===== src/rtl/sit_pkg.sv =====
// Types, widths and stage functions for the segment intersection pipeline.
// Used by segment_intersection_test_core and sit_div_step; no dependencies.
package sit_pkg;

    localparam int CW   = 24;          // coordinate width, Q16.8
    localparam int F    = 16;          // alpha fraction bits
    localparam int AW   = F + 1;       // alpha width, Q1.16
    localparam int DW   = CW + 1;      // coordinate difference
    localparam int PW   = 2 * DW;      // cross product term
    localparam int WW   = PW + 2;      // cross product and its differences
    localparam int RW   = WW + 1;      // division remainder
    localparam int PS   = 16;          // perturbation shift
    localparam int KW   = DW + 18;     // perturbation product
    localparam int SW   = KW - PS + 1; // shifted product plus partner
    localparam int DIV0 = 24;          // first divider step stage
    localparam int NS   = DIV0 + F;    // pipeline depth

    localparam logic signed [17:0] PERT_K = 18'sd65601;

    typedef struct packed {
        logic [RW-1:0] r;
        logic [WW-1:0] d;
        logic [AW-1:0] q;
        logic          done;
    } sit_quot_t;

    typedef struct packed {
        logic signed [CW-1:0] p1x, p1y, p2x, p2y, q1x, q1y, q2x, q2y;
        logic signed [DW-1:0] ax, ay, bx, by, cx, cy;
        logic signed [PW-1:0] m0, m1, m2, m3;
        logic signed [KW-1:0] kx, ky;
        logic signed [WW-1:0] w1, w2, u1, u2;
        logic                 z1, z2, go, hit;
        sit_quot_t            qa, qb;
    } sit_word_t;

    function automatic logic signed [DW-1:0] dif(input logic signed [CW-1:0] a,
                                                 input logic signed [CW-1:0] b);
        return DW'(a) - DW'(b);
    endfunction

    function automatic logic signed [KW-1:0] kmul(input logic signed [CW-1:0] a,
                                                  input logic signed [CW-1:0] b);
        logic signed [DW-1:0] dv;
        dv = dif(a, b);
        return KW'(dv) * KW'(PERT_K);
    endfunction

    // floor shift of the scaled offset, add partner back, saturate
    function automatic logic signed [CW-1:0] pert(input logic signed [KW-1:0] kp,
                                                  input logic signed [CW-1:0] base);
        logic [SW-1:0] sum;
        sum = {kp[KW-1], kp[KW-1:PS]} + {{(SW-CW){base[CW-1]}}, base};
        if (sum[SW-1:CW-1] == '0 || sum[SW-1:CW-1] == '1) begin
            return sum[CW-1:0];
        end
        return sum[SW-1] ? {1'b1, {(CW-1){1'b0}}} : {1'b0, {(CW-1){1'b1}}};
    endfunction

    function automatic logic pos(input logic signed [WW-1:0] w);
        return !w[WW-1] && (w != '0);
    endfunction

    function automatic logic [WW-1:0] mag(input logic signed [WW-1:0] w);
        return w[WW-1] ? WW'(-w) : WW'(w);
    endfunction

    function automatic sit_quot_t qinit(input sit_quot_t x, input logic hit);
        sit_quot_t o;
        logic      ge, dz;
        o  = x;
        dz = (x.d == '0);
        ge = (x.r >= {1'b0, x.d});
        o.done = !hit || dz || ge;
        o.q    = (hit && !dz && ge) ? {1'b1, {F{1'b0}}} : '0;
        return o;
    endfunction

    // geometry stage k, fed by the word held in stage k-1
    function automatic sit_word_t geo_step(input int unsigned k, input sit_word_t s);
        sit_word_t r;
        r = s;
        unique case (k)
            1: begin
                r.cx = dif(s.q2x, s.q1x); r.cy = dif(s.q2y, s.q1y);
                r.ax = dif(s.p1x, s.q1x); r.ay = dif(s.p1y, s.q1y);
                r.bx = dif(s.p2x, s.q1x); r.by = dif(s.p2y, s.q1y);
            end
            2: begin
                r.m0 = s.ay * s.cx; r.m1 = s.ax * s.cy;
                r.m2 = s.by * s.cx; r.m3 = s.bx * s.cy;
            end
            3: begin
                r.w1 = WW'(s.m0) - WW'(s.m1); r.w2 = WW'(s.m2) - WW'(s.m3);
                r.z1 = (s.m0 == s.m1);       r.z2 = (s.m2 == s.m3);
            end
            4: begin
                r.kx = kmul(s.p1x, s.p2x); r.ky = kmul(s.p1y, s.p2y);
            end
            5: begin
                if (s.z1) begin
                    r.p1x = pert(s.kx, s.p2x); r.p1y = pert(s.ky, s.p2y);
                end
            end
            6: begin
                r.ax = dif(s.p1x, s.q1x); r.ay = dif(s.p1y, s.q1y);
                r.kx = kmul(s.p2x, s.p1x); r.ky = kmul(s.p2y, s.p1y);
            end
            7: begin
                r.m0 = s.ay * s.cx; r.m1 = s.ax * s.cy;
                if (s.z2) begin
                    r.p2x = pert(s.kx, s.p1x); r.p2y = pert(s.ky, s.p1y);
                end
            end
            8: begin
                if (s.z1) begin
                    r.w1 = WW'(s.m0) - WW'(s.m1);
                end
                r.bx = dif(s.p2x, s.q1x); r.by = dif(s.p2y, s.q1y);
            end
            9: begin
                r.m2 = s.by * s.cx; r.m3 = s.bx * s.cy;
            end
            10: begin
                if (s.z2) begin
                    r.w2 = WW'(s.m2) - WW'(s.m3);
                end
            end
            11: begin
                r.go = (s.w1[WW-1] && pos(s.w2)) || (pos(s.w1) && s.w2[WW-1]);
                r.cx = dif(s.p2x, s.p1x); r.cy = dif(s.p2y, s.p1y);
                r.ax = dif(s.q1x, s.p1x); r.ay = dif(s.q1y, s.p1y);
                r.bx = dif(s.q2x, s.p1x); r.by = dif(s.q2y, s.p1y);
            end
            12: begin
                r.m0 = s.ay * s.cx; r.m1 = s.ax * s.cy;
                r.m2 = s.by * s.cx; r.m3 = s.bx * s.cy;
            end
            13: begin
                r.u1 = WW'(s.m0) - WW'(s.m1); r.u2 = WW'(s.m2) - WW'(s.m3);
                r.z1 = s.go && (s.m0 == s.m1);
                r.z2 = s.go && (s.m2 == s.m3);
            end
            14: begin
                r.kx = kmul(s.q1x, s.q2x); r.ky = kmul(s.q1y, s.q2y);
            end
            15: begin
                if (s.z1) begin
                    r.q1x = pert(s.kx, s.q2x); r.q1y = pert(s.ky, s.q2y);
                end
            end
            16: begin
                r.ax = dif(s.q1x, s.p1x); r.ay = dif(s.q1y, s.p1y);
                r.kx = kmul(s.q2x, s.q1x); r.ky = kmul(s.q2y, s.q1y);
            end
            17: begin
                r.m0 = s.ay * s.cx; r.m1 = s.ax * s.cy;
                if (s.z2) begin
                    r.q2x = pert(s.kx, s.q1x); r.q2y = pert(s.ky, s.q1y);
                end
            end
            18: begin
                if (s.z1) begin
                    r.u1 = WW'(s.m0) - WW'(s.m1);
                end
                r.bx = dif(s.q2x, s.p1x); r.by = dif(s.q2y, s.p1y);
            end
            19: begin
                r.m2 = s.by * s.cx; r.m3 = s.bx * s.cy;
            end
            20: begin
                if (s.z2) begin
                    r.u2 = WW'(s.m2) - WW'(s.m3);
                end
            end
            21: begin
                r.hit = s.go && !((pos(s.u1) && pos(s.u2)) ||
                                  (s.u1[WW-1] && s.u2[WW-1]));
                r.w2 = s.w1 - s.w2;
                r.u2 = s.u1 - s.u2;
            end
            22: begin
                r.qa.r = RW'(mag(s.w1)); r.qa.d = mag(s.w2);
                r.qb.r = RW'(mag(s.u1)); r.qb.d = mag(s.u2);
            end
            23: begin
                r.qa = qinit(s.qa, s.hit);
                r.qb = qinit(s.qb, s.hit);
            end
            default: r = s;
        endcase
        return r;
    endfunction

endpackage


===== src/rtl/sit_div_step.sv =====
// One restoring division step: one quotient bit per stage.
// Depends on sit_pkg (sit_quot_t).
module sit_div_step (
    input  sit_pkg::sit_quot_t q_in,
    output sit_pkg::sit_quot_t q_out
);

    logic [sit_pkg::RW-1:0] r2;
    logic                   ge;

    assign r2 = {q_in.r[sit_pkg::RW-2:0], 1'b0};
    assign ge = (r2 >= {1'b0, q_in.d});

    always_comb begin
        q_out = q_in;
        if (!q_in.done) begin
            q_out.r = ge ? (r2 - {1'b0, q_in.d}) : r2;
            q_out.q = {q_in.q[sit_pkg::AW-2:0], ge};
        end
    end

endmodule


===== config.mk =====
export PLATFORM = sky130hd
export DESIGN_NAME = sit_div_step
export DESIGN_NICKNAME = d
export VERILOG_FILES = /design/src/rtl/sit_pkg.sv /design/src/rtl/sit_div_step.sv
export SDC_FILE = /design/constraint.sdc
export NUM_CORES = 1
export LEC_CHECK = 0
export BUFFER_PORTS_ARGS = -buffer_cell sky130_fd_sc_hd__buf_2
export CAP_MARGIN = 20
export CORE_MARGIN = 1.5
export CORE_UTILIZATION = 45
export DETAILED_ROUTE_END_ITERATION = 7
export PLACE_DENSITY = 0.82
export SLEW_MARGIN = 0
export SYNTH_ARGS = -nofsm -noshare
export SYNTH_HDL_FRONTEND = slang
export SYNTH_SLANG_ARGS = --single-unit

===== constraint.sdc =====
create_clock -name vclk -period 4.8
set_input_delay 1.2 -clock vclk [all_inputs]
set_output_delay 1.2 -clock vclk [all_outputs]
set_load 0.1 [all_outputs]

==> impl_metrics.toml, run 1 <==
[outcome]
status = "aborted with a tool error"
haltStage = "global routing"
firstError = "[ERROR GRT-0232] Routing congestion too high. Check the congestion heatmap in the GUI."

[yosys]
synthTopCellsByCount = "nand2_1 (98), inv_1 (72), a21oi_1 (56), buf_4 (55), nor2_1 (53)"
yosys.area_share.simple_pct = 23.3
synth_top_area_share_pct = 12.9
synth_top_family_by_area = "compound AO/OA/AOI/OAI gates"
ys_types = 60
synth_compound_area_share_pct = 33.5
ys_seq_area_share_pct = 0
netlist_area_um2 = 5040
synth_fp_nets = 969
synthMuxAreaShare_pct = 6.26
syn_area_per_cell_um2 = 6.35
synth_top_cell_by_area = "ha_1"
yosysMostFrequentCell = "nand2_1"
ys_top_cells_by_area = "ha_1 (13%), buf_4 (8.2%), nand2_1 (7.3%)"
yosys_warnings = 0
syn_inst = 793
synth-xor-area-share_pct = 6.26
synthAdderAreaFrac_pct = 13.3

[global_routing]
grt.overflow.total = 110
grt_start_max_net_pins = 32
grt_use_total_pct = 75.7

[cts]
ctsHoldBuffers = 0

[floorplanning]
start_util_pct = 46.3
die_h_um = 109
die_w_um = 109
pin_count = 246
rows = 38

[place]
placed_cell_area_um2 = 9440
gp_congestion = 0.949
hpwl_mm = 19.8
io_buffers = 246

[sta]
worst_path_end_type = "top-level output"
crit_endpoint = "q_out[77]"
==> timing repair <==
action	CTS
pin swaps	37
cloned	1
endpoints found under the setup margin	54
gates resized for setup	95
buffers inserted	15
endpoints found under the hold margin	0
==> per-layer routing <==
| layer | global-route usage [%] | GRT overflow |
|---|---|---|
| met5 | 13.4 | 0 |
| met4 | 88.1 | 53 |
| met3 | 55.0 | 2 |
| met2 | 95.0 | 54 |
| met1 | 72.9 | 1 |
==> stage by stage <==
stage | hold WS (ns) | std cells | TNS (ns) | utilization (%) | worst slack [ns]
after floorplan | 2.61 | 793 | -17.71 | - | -0.684
after global placement | 2.78 | 1306 | -21.54 | 86.7 | -0.511
after detailed placement | 2.78 | 1306 | -30.12 | 86.7 | -0.661
after CTS | 2.77 | 1322 | -22.05 | 92.0 | -0.488
==> kinds of logic after synthesis <==
kind of cell               count (synthesis)
buffers and inverters                    173
adders and majority gates                 53
xor gates and xnor gates                  36
and+or+nand+nor                          251
AOI/OAI and AO/OA                        251
muxes                                     29
==> inputs of run 2 (changes only) <==
--- a/config.mk
+++ b/config.mk
@@ -8,9 +8,9 @@
 export BUFFER_PORTS_ARGS = -buffer_cell sky130_fd_sc_hd__buf_2
 export CAP_MARGIN = 20
 export CORE_MARGIN = 1.5
-export CORE_UTILIZATION = 45
+export CORE_UTILIZATION = 30
 export DETAILED_ROUTE_END_ITERATION = 7
-export PLACE_DENSITY = 0.82
+export PLACE_DENSITY_LB_ADDON = 0.15
 export SLEW_MARGIN = 0
 export SYNTH_ARGS = -nofsm -noshare
 export SYNTH_HDL_FRONTEND = slang
==> constraint.sdc (replaced) <==
create_clock -name vclk -period 6.2
set_input_delay 1.55 -clock vclk [all_inputs]
set_output_delay 1.55 -clock vclk [all_outputs]
set_load 0.1 [all_outputs]
==> impl_metrics.toml, run 2 <==
[sta]
final_max_slew_viol_count = 0
hold_violations = 0
setup_viol = 0
max-slew-margin-rel_pct = 57.1
worst_pin_slew_ns = 0.643
fin_ws_ns = 0.0927
fin_setup_tns_ns = 0
clock.fmax_mhz = 164
period_share_pct = 98.5
min_period_ns = 6.11
rsz0062_at_grt = "false"

[pwr]
p_per_area_nw_per_um2 = 187
swShare_pct = 65.6
seqPwrFrac_pct = 0
finalPower_w = 0.00149
power_frac_clock_pct = 0
combPwrFrac_pct = 100.0
p_sw_w = 0.000977
leakage_nw = 3.97
p_int_w = 0.000513
ir_drop_mv = 0.120

[yosys]
ys_top_cells_by_area = "ha_1 (13%), buf_4 (8.2%), nand2_1 (7.3%)"
synth_top_family_by_area = "compound AO/OA/AOI/OAI gates"
ys_seq_area_share_pct = 0
syn_area_per_cell_um2 = 6.35
synth_fp_nets = 969
synth_top_cell_by_area = "ha_1"
yosys.area_share.simple_pct = 23.3
synth-xor-area-share_pct = 6.26
yosys_warnings = 0
netlist_area_um2 = 5040
synthMuxAreaShare_pct = 6.26
syn_inst = 793
synth_top_area_share_pct = 12.9
synthTopCellsByCount = "nand2_1 (98), inv_1 (72), a21oi_1 (56), buf_4 (55), nor2_1 (53)"
synth_compound_area_share_pct = 33.5
ys_types = 60
synthAdderAreaFrac_pct = 13.3
yosysMostFrequentCell = "nand2_1"

[final_layout]
fin_util_pct = 48.5
final_cells = 1223
drive_gt1_share_pct = 39.6
design.seq.count = 0
nClkBuffers = 0
layout_commonest_cell = "buf_2"
num-nets-final = 1180
register_area_um2 = 0
syn2layout_area_growth_pct = 58.5
fillers = 1736
layout_common_cells = "buf_2 (192), nand2_1 (98), inv_1 (71)"

[route]
num_vias = 6259
drt_iter0_drc = 321
routed_via_density = 5.12
drtPass1Iterations = 7
ant_nets = 0
wl_per_cell_um = 14.9
wirelength_mm = 18.2
drc = 0

[critical_path]
path_class = "primary input to primary output"
critPathCaptureType = "primary output"
worstPathRequired_ns = 4.65
crit_fanout = 6
crit_arrival_ns = 4.56
crit_path_end = "q_out[75]"
worst_setup_path_start_kind = "primary input"
crit_start = "q_in[42]"

[global_routing]
grt_pass1_wl_mm = 29.2
grt_antenna_before_repair = 1
grt.overflow.total = 0
grt_use_total_pct = 19.7
grt_start_max_net_pins = 49
grt_pass1_vias = 5970

[place]
gp_congestion = 0.868
hpwl_mm = 15.4
place_ws_ns = 0.00602
io_buffers = 246
placed_cells = 1221

[job]
maxCapViolations = 0

[floorplanning]
pin_count = 246
rows = 47
start_util_pct = 30.6
die_area_um2 = 17600
die_w_um = 133
die_h_um = 133
core_um2 = 16500

[hold_path]
hold_path_class = "primary input to primary output"

[outcome]
status = "completed"
run 2: cell counts after synthesis:
Identical to the previous run, type by type.
run 2: how the worst min path moves through the flow:
stage	end	slack [ns]	from	depth (start not counted)
2_1_floorplan	q_out[0]	3.31	q_in[0]	1
3_3_place_gp	q_out[37]	3.48	q_in[37]	2
3_5_place_dp	q_out[47]	3.48	q_in[47]	2
4_1_cts	q_out[55]	3.48	q_in[55]	2
5_1_grt	q_out[56]	3.49	q_in[56]	2
6_report	q_out[47]	3.48	q_in[47]	2
run 2: layout make-up:
class	count	area, µm²	area share, %
repair buffers	310	2580	32.3
well taps	220	275	3.45
diodes	1	2.50	0.0313
inverters	72	273	3.42
multi-input cells	620	4860	60.8
run 2: kinds of logic (layout without fill, tap and decap cells):
logic type                 after synthesis  in the layout
buffers and inverters                  173            382
xor gates and xnor gates                36             36
other                                    0              1
muxes                                   29             29
and+or+nand+nor                        251            251
adders and majority gates               53             53
AOI/OAI and AO/OA                      251            251
run 2: metrics by stage:
stage	hold slack (ns)	area (µm²)
after global placement	3.48	7860
after CTS	3.48	7860
after global routing	3.49	7990
final	3.48	7990
after detailed placement	3.48	7860
after floorplan	3.31	5610
run 2: layer usage:
layer  wire, µm  vias to the layer above  GRT usage, %
li1           -                     3210             -
met1       8860                     2880          27.8
met2       8440                      159          33.7
met3        767                       10          1.49
met4        108                        0          1.65
met5          0                        -             0
run 2: power groups by stage:
stage / clock (W) / sequential (W) / combinational, W
2_1_floorplan: 0 / 0 / 0.00105
3_3_place_gp: 0 / 0 / 0.00148
3_5_place_dp: 0 / 0 / 0.00148
4_1_cts: 0 / 0 / 0.00148
5_1_grt: 0.0000000000216 / 0 / 0.00157
6_report: 0.0000000000216 / 0 / 0.00149
run 2: repair_timing:
action,CTS,global route
buffers inserted,0,1
gates resized for setup,0,21
setup endpoints to repair,0,38
hold buffers,0,0
run 2: worst max-delay path, stage by stage:
cell and delay [ns]:
buf_2 0.08, inv_1 0.04, ha_1 0.32, and4_4 0.24, and4_1 0.21, a221oi_2 0.07
or3b_1 0.38, a21oi_2 0.17, o21ai_2 0.10, o31a_4 0.39, buf_4 0.16, or3_1 0.42
a31oi_4 0.22, buf_12 0.19
(Power assumes the default switching activity.)
==> inputs of run 3 (changes only) <==
--- a/config.mk
+++ b/config.mk
@@ -7,7 +7,6 @@
 export LEC_CHECK = 0
 export BUFFER_PORTS_ARGS = -buffer_cell sky130_fd_sc_hd__buf_2
 export CAP_MARGIN = 20
-export CORE_MARGIN = 1.5
 export CORE_UTILIZATION = 30
 export DETAILED_ROUTE_END_ITERATION = 7
 export PLACE_DENSITY_LB_ADDON = 0.15
==> impl_metrics.toml, run 3 (synthesis gave the netlist of run 2 again) <==
[outcome]
status = "completed"

[sta]
clock.fmax_mhz = 165
final_max_slew_viol_count = 0
fin_ws_ns = 0.123
hold_violations = 0
max-slew-margin-rel_pct = 57.3
min_period_ns = 6.08
fin_setup_tns_ns = 0
period_share_pct = 98.0
worst_pin_slew_ns = 0.641
setup_viol = 0
rsz0062_at_grt = "false"

[global_routing]
grt_pass1_vias = 5848
grt_start_max_net_pins = 49
grt_use_total_pct = 20.1
grt_pass1_wl_mm = 29.4
grt_antenna_before_repair = 0
grt.overflow.total = 0

[floorplanning]
die_w_um = 132
start_util_pct = 30.6
pin_count = 246
rows = 47
die_h_um = 132
core_um2 = 16500
die_area_um2 = 17300

[final_layout]
syn2layout_area_growth_pct = 56.4
design.seq.count = 0
layout_commonest_cell = "buf_2"
final_cell_area_um2 = 7880
num-nets-final = 1172
multi_input_area_um2 = 4800
antenna_cells = 0
nClkBuffers = 0
final_cells = 1214
fin_util_pct = 47.9
register_area_um2 = 0
fillers = 1697
drive_gt1_share_pct = 38.2
layout_common_cells = "buf_2 (192), nand2_1 (98), inv_1 (71)"

[place]
placed_cell_area_um2 = 7820
place_ws_ns = 0.0615
io_buffers = 246
hpwl_mm = 15.2
gp_congestion = 0.840
placed_cells = 1214

[pwr]
ir_drop_mv = 0.107
p_per_area_nw_per_um2 = 188
leakage_nw = 3.94

[critical_path]
slowest_stage = "or3_1"
path_class = "primary input to primary output"
worst_setup_path_start_kind = "primary input"
critPathCaptureType = "primary output"
crit_chain = "buf_2 > inv_1 > ha_1 > a211oi_1 > o21ai_1 > a221oi_2 > or3b_1 > a21oi_2 > o21ai_2 > o31a_4 > buf_12 > or3_1 > a31oi_4 > buf_12"
worstPathRequired_ns = 4.65
slowest_delay_ns = 0.41
cpMostUsedCell = "buf_12"
crit_arrival_ns = 4.53
crit_fanout = 12

[cts]
postCtsSetupBuffers = 0
ctsHoldBuffers = 0

[job]
maxCapViolations = 0

[route]
routed_via_density = 5.05
ant_nets = 0
drc = 0
num_vias = 6131
drt_iter0_drc = 329
wirelength_mm = 17.9
wl_per_cell_um = 14.7
drtPass1Iterations = 5

[hold_path]
hold_path_class = "primary input to primary output"
## run 3: cell count changes in the layout (fill, tap and decap cells not counted), moves of 2 or more
| cell | delta |
|---|---|
| ha_4 | -2 |
| a21oi_2 | -2 |
| ha_1 | +3 |
| buf_4 | -9 |
| a21oi_1 | +2 |
## run 3: timing repair
item                       in CTS  in global routing
resized for setup               0                 12
setup endpoints to repair       0                 30
hold endpoints to repair        0                  0
## run 3: final timing paths
check	start	endpoint	slack [ns]	cells past startpoint
hold / removal	q_in[56]	q_out[56]	3.48	2
setup / recovery	q_in[32]	q_out[75]	0.12	14
## run 3: final cells by class
| cell class | instances | share of cell area [%] |
|---|---|---|
| Inverter | 72 | 3.46 |
| Timing Repair Buffer | 302 | 32.1 |
| Tap cell | 220 | 3.49 |
| Multi-Input combinational cell | 620 | 61.0 |
## run 3: per-stage QoR
step           total power [W]  hold slack (ns)
2_1_floorplan          0.00105             3.31
3_3_place_gp           0.00147             3.48
3_5_place_dp           0.00147             3.48
4_1_cts                0.00148             3.48
5_1_grt                0.00156             3.48
6_report               0.00148             3.48
## run 3: metal layers
| layer | track usage [%] | vias up | wire length (µm) |
|---|---|---|---|
| met4 | 0.0646 | 0 | 0 |
| met5 | 0 | - | 0 |
| met1 | 29.1 | 2781 | 8920 |
| met2 | 33.9 | 156 | 8160 |
| li1 | - | 3194 | - |
| met3 | 1.70 | 0 | 804 |
## run 3: critical path, delay by kind of cell
kind,cells,cell delay (ns)
and+or+nand+nor,2,0.79
adders and majority gates,1,0.33
AOI/OAI and AO/OA,7,1.37
buffers and inverters,4,0.46
## run 3: power breakdown
part | switching (W) | total, W | internal, W
logic | 0.000974 | 0.00148 | 0.000506
clock network | 0 | 0 | 0
registers | 0 | 0 | 0
